--- src/assert_macros.svh ---
// Assertion macros shared by the vertex projection and visibility block.
// Expects clk and rst_n in the scope of each use; no other dependencies.
`ifndef ASSERT_MACROS_SVH
`define ASSERT_MACROS_SVH

// Check prop on every rising clock edge outside reset.
`define VPV_ASSERT(lbl, prop, msg) \
    lbl: assert property (@(posedge clk) disable iff (!rst_n) prop) else $error(msg);

// Check that post holds in the cycle after pre.
`define VPV_ASSERT_NEXT(lbl, pre, post, msg) \
    lbl: assert property (@(posedge clk) disable iff (!rst_n) (pre) |=> (post)) else $error(msg);

`endif

--- src/vpv_pkg.sv ---
// Shared types, widths and constants for the vertex projection and visibility block.
// No dependencies.
`default_nettype none

package vpv_pkg;

    localparam int COEF_W   = 21;
    localparam int POS_W    = 32;
    localparam int NRM_W    = 16;
    localparam int PROD_W   = 53;
    localparam int ACC_W    = 56;
    localparam int DOTP_W   = 37;
    localparam int DOT_W    = 39;
    localparam int CFG_W    = 63;
    localparam int MARGIN_W = 12;
    localparam int DIM_W    = 13;
    localparam int PIX_W    = 20;
    localparam int DIST_W   = 16;
    localparam int IDX_W    = 3;

    localparam logic signed [PIX_W-1:0] PIX_MAX = 20'sh7FFFF;
    localparam logic signed [PIX_W-1:0] PIX_MIN = 20'sh80000;
    localparam logic [DIST_W-1:0] DIST_MAX = 16'hFFFF;

    localparam logic [MARGIN_W-1:0] MARGIN_RST = 12'd300;
    localparam logic [DIM_W-1:0] WIDTH_RST = 13'd1920;
    localparam logic [DIM_W-1:0] HEIGHT_RST = 13'd1440;

    typedef enum logic [IDX_W-1:0] {
        CFG_COEF_A,
        CFG_COEF_B,
        CFG_COEF_C,
        CFG_COEF_D,
        CFG_VIEW_AXIS,
        CFG_EDGE_MARGIN,
        CFG_IMAGE_WIDTH,
        CFG_IMAGE_HEIGHT
    } cfg_reg_t;

    typedef struct packed {
        logic valid;
        logic facing;
        logic w_zero;
        logic visible;
    } ctrl_t;

    typedef struct packed {
        logic neg;
        logic ovf;
        logic rnz;
    } div_flag_t;

    function automatic logic signed [COEF_W-1:0] coef_field(
        input logic [CFG_W-1:0] word,
        input int unsigned slot
    );
        return word[slot*COEF_W +: COEF_W];
    endfunction

endpackage

`default_nettype wire

--- src/vpv_sqrt.sv ---
// Pipelined integer square root, one root bit per stage, and distance output.
// Depends on vpv_pkg.
`default_nettype none

module vpv_sqrt #(
    parameter int SW = 36
) (
    input  logic clk,
    input  logic rst_n,
    input  logic adv,
    input  vpv_pkg::ctrl_t ctrl_in,
    input  logic [SW-1:0] sum_sq,
    input  logic signed [vpv_pkg::PIX_W-1:0] px_in,
    input  logic signed [vpv_pkg::PIX_W-1:0] py_in,
    output vpv_pkg::ctrl_t ctrl_out,
    output logic signed [vpv_pkg::PIX_W-1:0] px,
    output logic signed [vpv_pkg::PIX_W-1:0] py,
    output logic [vpv_pkg::DIST_W-1:0] distance
);

    localparam int RB = (SW + 1) / 2;
    localparam int TW = SW + 2;

    vpv_pkg::ctrl_t ctl_reg [RB];
    logic [SW-1:0] rem_reg [RB];
    logic [RB-1:0] root_reg [RB];
    logic signed [vpv_pkg::PIX_W-1:0] px_reg [RB];
    logic signed [vpv_pkg::PIX_W-1:0] py_reg [RB];

    logic [31:0] half;

    for (genvar s = 0; s < RB; s++)
    begin : g_stage
        localparam int I = RB - 1 - s;
        vpv_pkg::ctrl_t ctl_p;
        logic [SW-1:0] rem_p;
        logic [RB-1:0] root_p;
        logic signed [vpv_pkg::PIX_W-1:0] px_p;
        logic signed [vpv_pkg::PIX_W-1:0] py_p;
        logic [TW-1:0] trial;
        logic take;
        logic [SW-1:0] rem_n;
        logic [RB-1:0] root_n;

        if (s == 0)
        begin : g_first
            assign ctl_p = ctrl_in;
            assign rem_p = sum_sq;
            assign root_p = '0;
            assign px_p = px_in;
            assign py_p = py_in;
        end
        else
        begin : g_next
            assign ctl_p = ctl_reg[s-1];
            assign rem_p = rem_reg[s-1];
            assign root_p = root_reg[s-1];
            assign px_p = px_reg[s-1];
            assign py_p = py_reg[s-1];
        end

        always_comb
        begin
            trial = (TW'(root_p) << (I + 1)) + (TW'(1) << (2 * I));
            take = TW'(rem_p) >= trial;
            rem_n = take ? SW'(TW'(rem_p) - trial) : rem_p;
            root_n = root_p;
            root_n[I] = take;
        end

        always_ff @(posedge clk or negedge rst_n)
        begin
            if (!rst_n)
            begin
                ctl_reg[s] <= '0;
            end
            else if (adv)
            begin
                ctl_reg[s] <= ctl_p;
            end
        end

        always_ff @(posedge clk)
        begin
            if (adv)
            begin
                rem_reg[s] <= rem_n;
                root_reg[s] <= root_n;
                px_reg[s] <= px_p;
                py_reg[s] <= py_p;
            end
        end
    end

    always_comb
    begin
        half = 32'(root_reg[RB-1] >> 1);
        ctrl_out = ctl_reg[RB-1];
        px = px_reg[RB-1];
        py = py_reg[RB-1];
        priority if (!ctl_reg[RB-1].visible)
        begin
            distance = '0;
        end
        else if (half > 32'(vpv_pkg::DIST_MAX))
        begin
            distance = vpv_pkg::DIST_MAX;
        end
        else
        begin
            distance = half[vpv_pkg::DIST_W-1:0];
        end
    end

endmodule

`default_nettype wire

--- config.mk ---
export PLATFORM = sky130hd
export DESIGN_NAME = vpv_sqrt
export DESIGN_NICKNAME = d
export VERILOG_FILES = /design/src/assert_macros.svh /design/src/vpv_pkg.sv /design/src/vpv_sqrt.sv
export SDC_FILE = /design/constraint.sdc
export NUM_CORES = 1
export LEC_CHECK = 0
export BUFFER_PORTS_ARGS = -buffer_cell sky130_fd_sc_hd__buf_4
export CAP_MARGIN = 20
export CORE_MARGIN = 2
export CORE_UTILIZATION = 50
export DETAILED_ROUTE_END_ITERATION = 7
export PLACE_DENSITY = 0.78
export SLEW_MARGIN = 20
export SYNTH_ARGS = -nofsm -noshare
export SYNTH_HDL_FRONTEND = slang
export SYNTH_SLANG_ARGS = --single-unit
--- constraint.sdc ---
create_clock -name clk -period 2.66 [get_ports clk]
set_input_delay 0.399 -clock clk [delete_from_list [all_inputs] [get_ports clk]]
set_output_delay 0.399 -clock clk [all_outputs]
set_load 0.1 [all_outputs]
==> results_dict.tcl <==
set metrics [dict create \
    drc 0 \
    r2r_slack_ns -0.18 \
    cts.sinks 1536 \
    antenna_found_initial 0 \
    syn2layout_area_growth_pct 25.0 \
    max_freq_mhz 352 \
    dominantRegCellSynth "edfxtp_1" \
    slew_headroom_pct 41.5 \
    rr_startpoint "rem_reg[6][23]" \
    switching_power_mw 15.4 \
    r2r-end "rem_reg[7][35]" \
    async_reset_ff_share_pct 4.69 \
    clk_latency_ns 0.75 \
    max_cap_violations 0 \
    path_max_fanout 4 \
    clkTransAtPathRegs_ns 0.06 \
    status "finished with violations" \
    leakage_nw 27.3 \
    dieArea_um2 120000 \
    cts_tree "built" \
    p_per_area_nw_per_um2 838 \
    startpoint "rem_reg[6][23]" \
    p_comb_share_pct 15.1 \
    violations "negative setup slack" \
    drt_pre_antenna_iters 5 \
    crit_type "flip-flop to flip-flop" \
    placed_area_um2 64500 \
    p_int_mw 46.1 \
    wl_um 96000 \
    syn_inst 3463 \
    post-route-util_pct 63.1 \
    crit_required_ns 3.22 \
    viasPerCell 5.17 \
    dp.cells 5435 \
    switching_share_pct 25.0 \
    routed-via-count 30600 \
    seqPwrFrac_pct 50.1 \
    synth_edf_count 1464 \
    core_um2 116000 \
    fin_crit_sh_pct 107 \
    io_buffers 142 \
    dieWidth_um 347 \
    ant_nets 0 \
    fin_crit_ns 2.84 \
    p_clk_share_pct 34.8 \
    finalSetupViolations 78 \
    rsz0062_at_grt "true" \
    antennaDiodeCount 0 \
    netlist.area_leader.share_pct 74.9 \
    drv_slew 0 \
    die_h_um 347 \
    ys_seq_area_share_pct 78.0 \
    grt-ovfl-total 0 \
    yosysMostFrequentCell "edfxtp_1" \
    ys_warn_count 0 \
    finalHoldViolCount 0 \
    drive_above_1_share_pct 27.7 \
    grt_max_degree 119 \
    postLayoutSetupSlackWorst_ns -0.183 \
    fin_worst_skew_ns 0.0283 \
    nets 4511 \
    arrival_ns 3.40 \
    largest_reg_flops 574 \
    grt_util_all_layers_pct 15.2 \
    cp-start-kind "flip-flop" \
    syn_avg_cell_area_um2 16.9 \
    start_util_pct 50.4 \
    ir_drop_mv 0.672 \
    syn_area_um2 58700 \
    holdWs_ns 0.0597 \
    grt_pass1_wl_um 148000 \
    worst_slew_pin_slew_ns 0.877 \
    hold_path_class "input pin to flip-flop" \
    fill_cells 7818 \
    place_congestion 0.882 \
    syn_nets 3712 \
    synth_area_leaders "edfxtp_1 75%, ha_1 3.5%, dfrtp_1 3.1%" \
    wl_per_cell_um 16.2 \
    boundaryPins 143 \
    clockRootBuffer "clkbuf_16" \
    finalNonFillerCells 5907 \
    htree_levels 4 \
    ff2ff_path_depth 8 \
    worst_setup_path_end_kind "flip-flop" \
    drt_iter0_drc 1810 \
    design_area_um2 73400 \
    hpwl_um 58000 \
    synth_top_area_cell "edfxtp_1" \
    grt_pass1_vias 30800 \
    cts_made_buffers 155 \
    synth.distinct_cells 88 \
    num_rows 125 \
    synth-seq-cells 1536 \
    synth_top_cells_by_count "1464 x edfxtp_1, 194 x inv_1, 177 x nand2_1" \
    clock_path_buffers 3 \
    cp-endpoint "rem_reg[7][35]" \
]
## worst min-delay path by stage
stage | cells after the start | startpoint | slack, ns | to
after CTS | 1 | adv | 0.02 | px_reg[0][14]
after detailed placement | 0 | px_reg[9][7] | 0.40 | px_reg[10][7]
after floorplan | 0 | rst_n | 0.10 | ctl_reg[10]
after global routing | 1 | adv | 0.04 | px_reg[0][14]
after global placement | 0 | px_reg[14][18] | 0.40 | px_reg[15][18]
final | 1 | adv | 0.06 | px_reg[0][14]
## cell families (layout without fill, tap and decap cells)
group | after synthesis | in the layout | synth area share (%)
AO/OA/AOI/OAI | 464 | 464 | 5.07
flip-flops | 1536 | 1536 | 78.0
adder cells (fa/ha/maj) | 166 | 166 | 3.54
AND/OR/NAND/NOR | 730 | 730 | 6.63
XOR/XNOR | 222 | 222 | 3.31
multiplexers | 95 | 95 | 1.80
buffers and inverters | 250 | 1170 | 1.68
## final cells by class
class                      count  area, µm²  share of cell area, %
sequential                  1536      45800                   62.4
tap                         1524       1910                   2.60
clock inverter                92       1080                   1.47
timing repair buffer         695       6040                   8.23
multi-input combinational   1677      13800                   18.8
inverter                     197        752                   1.02
clock buffer                 186       4040                   5.50
## layout by cell type (no fill, tap or decap), drive strengths merged, types with 8 or more instances in the layout
cell type / synthesis / routed
nand3: 36 / 36
a21oi: 113 / 113
nor2: 132 / 132
or4: 20 / 20
o31ai: 19 / 19
ha: 166 / 166
buf: 25 / 609
nor3: 70 / 70
o211ai: 9 / 9
and3: 9 / 9
nand4: 36 / 36
or2: 13 / 13
a31oi: 10 / 10
o21bai: 8 / 8
clkinv: 0 / 57
nand2b: 48 / 48
nor4: 83 / 83
a21o: 45 / 45
o21a: 45 / 45
bufinv: 0 / 16
xor2: 103 / 103
clkbuf: 28 / 190
nand4b: 10 / 10
nand3b: 9 / 9
mux2: 84 / 84
dlygate4sd3: 0 / 82
edfxtp: 1464 / 1464
dfrtp: 72 / 72
nor2b: 22 / 22
clkinvlp: 0 / 8
o21ai: 136 / 136
nand2: 177 / 177
xnor2: 119 / 119
mux2i: 11 / 11
inv: 197 / 208
a211oi: 10 / 10
or3: 21 / 21
## per-stage QoR
step / TNS (ns) / setup WS [ns] / total power, mW
2_1_floorplan: 0 / 0.00411 / 36.3
3_3_place_gp: -9.91 / -0.348 / 39.0
3_5_place_dp: -16.18 / -0.454 / 39.3
4_1_cts: -2.82 / -0.128 / 61.3
5_1_grt: -15.54 / -0.291 / 64.0
6_report: -5.92 / -0.183 / 61.5
## critical path, cell delays in order, from the launching register on
cell and delay, ns:
edfxtp_1 0.45, ha_4 0.32, or4b_4 0.49, o41ai_4 0.23
buf_4 0.20, nor4bb_4 0.06, or4b_4 0.56, nor3_4 0.14
xor2_1 0.21
## metal layers
layer	vias up	track usage [%]	wire, µm
met5	-	0	0
met2	683	28.4	52200
met3	250	2.74	3550
li1	14800	-	-
met1	14800	16.4	36300
met4	0	7.56	3960
## power by group through the flow
stage,clock [mW],sequential [mW],combinational (mW)
final,21.4,30.8,9.28
after global routing,23.0,31.0,10.0
after CTS,22.0,30.7,8.62
after detailed placement,0,31.2,8.17
after global placement,0,31.0,7.95
after floorplan,0,31.0,5.25
## timing repair
action                                  in CTS  in global routing
endpoints found under the setup margin     169                232
pin swaps                                   50                 88
hold buffers                                82                  0
gates resized for setup                    126                264
endpoints found under the hold margin      153                  0
buffers inserted                            46                 62
gates cloned                                 3                  7
Power figures use the tool's default switching activity.
