<file path="src/assert_macros.svh">
// Assertion macros shared by the vertex projection and visibility block.
// Expects clk and rst_n in the scope of each use; no other dependencies.
`ifndef ASSERT_MACROS_SVH
`define ASSERT_MACROS_SVH

// Check prop on every rising clock edge outside reset.
`define VPV_ASSERT(lbl, prop, msg) \
    lbl: assert property (@(posedge clk) disable iff (!rst_n) prop) else $error(msg);

// Check that post holds in the cycle after pre.
`define VPV_ASSERT_NEXT(lbl, pre, post, msg) \
    lbl: assert property (@(posedge clk) disable iff (!rst_n) (pre) |=> (post)) else $error(msg);

`endif

</file>
<file path="src/vpv_pkg.sv">
// Shared types, widths and constants for the vertex projection and visibility block.
// No dependencies.
`default_nettype none

package vpv_pkg;

    localparam int COEF_W   = 21;
    localparam int POS_W    = 32;
    localparam int NRM_W    = 16;
    localparam int PROD_W   = 53;
    localparam int ACC_W    = 56;
    localparam int DOTP_W   = 37;
    localparam int DOT_W    = 39;
    localparam int CFG_W    = 63;
    localparam int MARGIN_W = 12;
    localparam int DIM_W    = 13;
    localparam int PIX_W    = 20;
    localparam int DIST_W   = 16;
    localparam int IDX_W    = 3;

    localparam logic signed [PIX_W-1:0] PIX_MAX = 20'sh7FFFF;
    localparam logic signed [PIX_W-1:0] PIX_MIN = 20'sh80000;
    localparam logic [DIST_W-1:0] DIST_MAX = 16'hFFFF;

    localparam logic [MARGIN_W-1:0] MARGIN_RST = 12'd300;
    localparam logic [DIM_W-1:0] WIDTH_RST = 13'd1920;
    localparam logic [DIM_W-1:0] HEIGHT_RST = 13'd1440;

    typedef enum logic [IDX_W-1:0] {
        CFG_COEF_A,
        CFG_COEF_B,
        CFG_COEF_C,
        CFG_COEF_D,
        CFG_VIEW_AXIS,
        CFG_EDGE_MARGIN,
        CFG_IMAGE_WIDTH,
        CFG_IMAGE_HEIGHT
    } cfg_reg_t;

    typedef struct packed {
        logic valid;
        logic facing;
        logic w_zero;
        logic visible;
    } ctrl_t;

    typedef struct packed {
        logic neg;
        logic ovf;
        logic rnz;
    } div_flag_t;

    function automatic logic signed [COEF_W-1:0] coef_field(
        input logic [CFG_W-1:0] word,
        input int unsigned slot
    );
        return word[slot*COEF_W +: COEF_W];
    endfunction

endpackage

`default_nettype wire

</file>
<file path="src/vpv_cls.sv">
// Quotient sign fix, pixel saturation, margin test and squared center offset.
// Depends on vpv_pkg.
`default_nettype none

module vpv_cls #(
    parameter int PIXEL_FRAC_BITS = 4,
    parameter int QB = 21
) (
    input  logic clk,
    input  logic rst_n,
    input  logic adv,
    input  vpv_pkg::ctrl_t ctrl_in,
    input  logic [QB-1:0] quot [2],
    input  vpv_pkg::div_flag_t flag [2],
    input  logic [vpv_pkg::MARGIN_W-1:0] edge_margin,
    input  logic [vpv_pkg::DIM_W-1:0] image_width,
    input  logic [vpv_pkg::DIM_W-1:0] image_height,
    output vpv_pkg::ctrl_t ctrl_out,
    output logic signed [vpv_pkg::PIX_W-1:0] px,
    output logic signed [vpv_pkg::PIX_W-1:0] py,
    output logic [2*(14+PIXEL_FRAC_BITS)-1:0] sum_sq
);

    localparam int CW = QB + 2;
    localparam int DXW = 14 + PIXEL_FRAC_BITS;
    localparam int SQW = 2 * DXW - 1;
    localparam int SW = 2 * DXW;

    // stage 1: signed floor quotient
    logic [QB:0] tt [2];
    logic signed [QB:0] q_next [2];
    logic signed [QB:0] q_reg [2];
    vpv_pkg::div_flag_t fl_reg [2];
    vpv_pkg::ctrl_t c1_ctrl_reg;

    // stage 2: saturation and margin test
    logic signed [CW-1:0] qe [2];
    logic signed [CW-1:0] dim [2];
    logic signed [CW-1:0] lim [2];
    logic signed [CW-1:0] mg;
    logic signed [CW-1:0] dxf [2];
    logic inr [2];
    logic signed [vpv_pkg::PIX_W-1:0] pix_next [2];
    logic signed [DXW-1:0] dx_next [2];
    vpv_pkg::ctrl_t c2_ctrl_next;
    vpv_pkg::ctrl_t c2_ctrl_reg;
    logic signed [vpv_pkg::PIX_W-1:0] c2_pix_reg [2];
    logic signed [DXW-1:0] dx_reg [2];

    // stage 3: squares
    logic signed [2*DXW-1:0] sq_full [2];
    logic [SQW-1:0] sq_reg [2];
    vpv_pkg::ctrl_t c3_ctrl_reg;
    logic signed [vpv_pkg::PIX_W-1:0] c3_pix_reg [2];

    // stage 4: sum of squares
    logic [SW-1:0] sum_reg;
    vpv_pkg::ctrl_t c4_ctrl_reg;
    logic signed [vpv_pkg::PIX_W-1:0] c4_pix_reg [2];

    always_comb
    begin
        for (int l = 0; l < 2; l++)
        begin
            tt[l] = {1'b0, quot[l]} + (QB+1)'(flag[l].neg & flag[l].rnz);
            q_next[l] = flag[l].neg ? $signed(-tt[l]) : $signed(tt[l]);
        end
    end

    always_comb
    begin
        mg = CW'($signed({1'b0, edge_margin})) <<< PIXEL_FRAC_BITS;
        dim[0] = CW'($signed({1'b0, image_width})) <<< PIXEL_FRAC_BITS;
        dim[1] = CW'($signed({1'b0, image_height})) <<< PIXEL_FRAC_BITS;
        for (int l = 0; l < 2; l++)
        begin
            qe[l] = CW'(q_reg[l]);
            lim[l] = dim[l] - mg;
            inr[l] = !fl_reg[l].ovf && (qe[l] >= mg) && (qe[l] < lim[l]);
            priority if (c1_ctrl_reg.w_zero)
            begin
                pix_next[l] = '0;
            end
            else if (fl_reg[l].ovf)
            begin
                pix_next[l] = fl_reg[l].neg ? vpv_pkg::PIX_MIN : vpv_pkg::PIX_MAX;
            end
            else if (qe[l] > CW'(vpv_pkg::PIX_MAX))
            begin
                pix_next[l] = vpv_pkg::PIX_MAX;
            end
            else if (qe[l] < CW'(vpv_pkg::PIX_MIN))
            begin
                pix_next[l] = vpv_pkg::PIX_MIN;
            end
            else
            begin
                pix_next[l] = qe[l][vpv_pkg::PIX_W-1:0];
            end
            dxf[l] = (qe[l] <<< 1) - dim[l];
            dx_next[l] = dxf[l][DXW-1:0];
        end
        c2_ctrl_next = c1_ctrl_reg;
        c2_ctrl_next.visible = c1_ctrl_reg.facing && !c1_ctrl_reg.w_zero && inr[0] && inr[1];
    end

    always_comb
    begin
        for (int l = 0; l < 2; l++)
        begin
            sq_full[l] = dx_reg[l] * dx_reg[l];
        end
    end

    always_ff @(posedge clk or negedge rst_n)
    begin
        if (!rst_n)
        begin
            c1_ctrl_reg <= '0;
            c2_ctrl_reg <= '0;
            c3_ctrl_reg <= '0;
            c4_ctrl_reg <= '0;
        end
        else if (adv)
        begin
            c1_ctrl_reg <= ctrl_in;
            c2_ctrl_reg <= c2_ctrl_next;
            c3_ctrl_reg <= c2_ctrl_reg;
            c4_ctrl_reg <= c3_ctrl_reg;
        end
    end

    always_ff @(posedge clk)
    begin
        if (adv)
        begin
            for (int l = 0; l < 2; l++)
            begin
                q_reg[l] <= q_next[l];
                fl_reg[l] <= flag[l];
                c2_pix_reg[l] <= pix_next[l];
                dx_reg[l] <= dx_next[l];
                sq_reg[l] <= sq_full[l][SQW-1:0];
                c3_pix_reg[l] <= c2_pix_reg[l];
                c4_pix_reg[l] <= c3_pix_reg[l];
            end
            sum_reg <= SW'(sq_reg[0]) + SW'(sq_reg[1]);
        end
    end

    assign ctrl_out = c4_ctrl_reg;
    assign px = c4_pix_reg[0];
    assign py = c4_pix_reg[1];
    assign sum_sq = sum_reg;

endmodule

`default_nettype wire

</file>
<file path="config.mk">
export PLATFORM = sky130hd
export DESIGN_NAME = vpv_cls
export DESIGN_NICKNAME = d
export VERILOG_FILES = /design/src/assert_macros.svh /design/src/vpv_pkg.sv /design/src/vpv_cls.sv
export SDC_FILE = /design/constraint.sdc
export NUM_CORES = 2
export LEC_CHECK = 0
export BUFFER_PORTS_ARGS = -buffer_cell sky130_fd_sc_hd__clkbuf_2
export CAP_MARGIN = 20
export CELL_PAD_IN_SITES_DETAIL_PLACEMENT = 2
export CELL_PAD_IN_SITES_GLOBAL_PLACEMENT = 2
export CORE_ASPECT_RATIO = 1.25
export CORE_MARGIN = 1
export CORE_UTILIZATION = 42
export DETAILED_ROUTE_END_ITERATION = 8
export HOLD_SLACK_MARGIN = 0.08
export PLACE_DENSITY_LB_ADDON = 0.1
export SKIP_LAST_GASP = 1
export SYNTH_ARGS = -nofsm -noshare
export SYNTH_HDL_FRONTEND = slang
export SYNTH_SLANG_ARGS = --single-unit
export TNS_END_PERCENT = 30
</file>
<file path="constraint.sdc">
create_clock -name clk -period 8.7 [get_ports clk]
set_clock_uncertainty 0.05 [all_clocks]
set_input_delay 1.305 -clock clk [delete_from_list [all_inputs] [get_ports clk]]
set_output_delay 1.305 -clock clk [all_outputs]
set_load 0.01 [all_outputs]
</file>
==> flow_summary.yaml <==
final_layout:
  final_common_cell: "inv_1"
  largest_register_ffs: 64
  drive_above_1_share_pct: 7.92
  fill_cells: 9425
  finalNetCount: 4862
  fin_util_pct: 46.3
  area_delta_synth_final_pct: 9.19
  final_cell_mix: "inv_1 (870), fa_1 (526), ha_1 (366), edfxtp_1 (300), nand2_1 (252)"
die:
  rows: 122
  io_pins: 173
  coreArea_um2: 88700
  dieHeight_um: 337
  initial_core_util_pct: 42.4
  die_w_um: 270
  dieArea_um2: 90800
detailed_routing:
  drt-initial-drc-count: 776
  wire_per_inst_um: 21.3
  ant_nets: 0
  vias: 26700
  finalWirelength_um: 108000
  via_per_inst: 5.26
  drc_errors: 0
  dr.pass1.iters: 4
worst_setup_path:
  cp.arrival_ns: 7.89
  critPathLaunchType: "flip-flop"
  end_kind: "flip-flop"
  critPathKind: "reg -> reg"
  cp_max_fo: 13
  cp_data_required_time_ns: 8.97
synthesis:
  yosysWarnings: 0
  netlist.area_leader.share_pct: 28.0
  synth_seq_cells: 315
  synth.area.top_cells: "fa_1 (28%), edfxtp_1 (24%), ha_1 (12%)"
  synthesis.area_um2: 37600
  dominantRegCellSynth: "edfxtp_1"
  syn_avg_cell_area_um2: 10.1
  synth_enable_flop_cells: 300
  synth_cells: 3724
  postSynth.asyncResetShare_pct: 4.76
  yosys.area.top_type: "fa_1"
  yosysSeqAreaShare_pct: 24.9
  synth_cell_types: 91
clock_network:
  cts-hold-fix-buffers: 0
  cts_setup_buffers: 0
  clock-sinks: 315
  cts_buffer_depth: 3
  cts-htree-levels: 2
  cts_buffers: 38
  cts-resized-gates: 0
  cts_tree: "built"
  clk_latency_ns: 0.60
  clkTransAtPathRegs_ns: 0.06
  cts_root_buf: "clkbuf_16"
global_routing:
  grt-ovfl-total: 0
  grt_max_degree: 134
  grt_usage_pct: 24.6
  grt_pass1_vias: 31400
  grt_pass1_wl_um: 172000
  antenna_found_initial: 5
status:
  status: "finished clean"
sta:
  finalCritPeriodShare_pct: 87.5
  finalSetupViolations: 0
  slew_violations: 0
  hold_ws_ns: 0.360
  clock.fmax_ghz: 0.131
  hold_violations: 0
  worstMarginPinSlew_ns: 1.06
  fin_tns_setup_ns: 0
  slew_headroom_pct: 29.5
  min_period_ns: 7.61
  rsz0062_at_grt: "no"
job:
  maxCapViolCount: 0
place:
  hpwl_um: 90200
  io_buffers: 169
  finalWeightedCongestion: 0.847
worst_hold_path:
  hold_class: "reg -> reg"
==> cell usage after synthesis, types with 15 or more instances <==
cell type	number
inv_1	870
o21ai_0	121
a211oi_1	20
edfxtp_1	300
and2_1	82
and3_1	22
o21bai_1	17
dfrtp_1	15
a21o_1	45
nor2_1	174
nand2b_1	31
a31oi_1	18
xnor2_1	161
fa_1	526
o21a_1	18
ha_1	366
nand4_1	23
nand2_1	252
nand3_1	53
mux2_2	18
nor2b_1	26
xor2_1	64
a21oi_1	156
nor3_1	47
clkbuf_1	73
==> critical path, stage by stage (launching register included) <==
cell and delay, ns:
edfxtp_1 0.83, inv_1 0.36, fa_1 0.61, inv_1 0.07, fa_1 0.58, fa_1 0.47, fa_1 0.53, fa_1 0.55
inv_1 0.06, fa_1 0.53, inv_1 0.04, ha_1 0.36, and4_1 0.28, nor2b_1 0.16, o31ai_1 0.25, o211ai_1 0.25
a2111o_1 0.50, a311o_1 0.35, a2111o_1 0.39, o211a_1 0.13
==> per-stage QoR <==
stage          instances  cell area [um2]  worst slack [ns]
6_report            5083            41100              1.09
5_1_grt             5081            41100             0.643
4_1_cts             5078            41000              1.07
3_5_place_dp        5012            39800              1.12
3_3_place_gp        5012            39800              1.26
2_1_floorplan       3725            37600              1.85
==> final timing paths <==
check	cells after the start	startpoint	slack (ns)	end
min	0	c3_pix_reg[0][19]	0.36	c4_pix_reg[0][19]
max reg2reg	19	dx_reg[0][27]	1.09	sq_reg[0][68]
min in group asynchronous	1	rst_n	0.57	c3_ctrl_reg[3]
max in group asynchronous	1	rst_n	7.75	c2_ctrl_reg[3]
min reg2reg	0	c3_pix_reg[0][19]	0.36	c4_pix_reg[0][19]
max	19	dx_reg[0][27]	1.09	sq_reg[0][68]
==> per-layer routing <==
layer / vias to the layer above / part of all wire [%] / routed length (um) / global-route usage, %
li1: 12300 / - / - / -
met2: 388 / 56 / 60400 / 48.5
met1: 13900 / 37 / 40200 / 26.3
met4: 4 / 3.6 / 3860 / 8.51
met5: - / 0.027 / 29 / 0
met3: 180 / 3.4 / 3620 / 3.60
==> kinds of logic after synthesis <==
family	count (synthesis)	share of synthesized area, %
other cells	1	0.00997
buf+inv	960	9.66
simple gates	778	10.2
xor+xnor	226	5.30
fa+ha+maj	892	40.2
compound gates	522	8.91
mux	30	0.858
flops	315	24.9
==> area by class of cell <==
cell class	instances	area [um2]	share of cell area [%]
timing repair buffer	200	1100	2.68
clock buffer	43	970	2.36
tap	1178	1470	3.59
multi-input combinational	2450	24600	59.9
clock inverter	23	265	0.646
sequential	315	9380	22.8
inverter	872	3270	7.97
antenna	2	5.00	0.0122
Power is not shown: default switching activity piles up to over one toggle a cycle in this logic, so the estimate is an artifact.
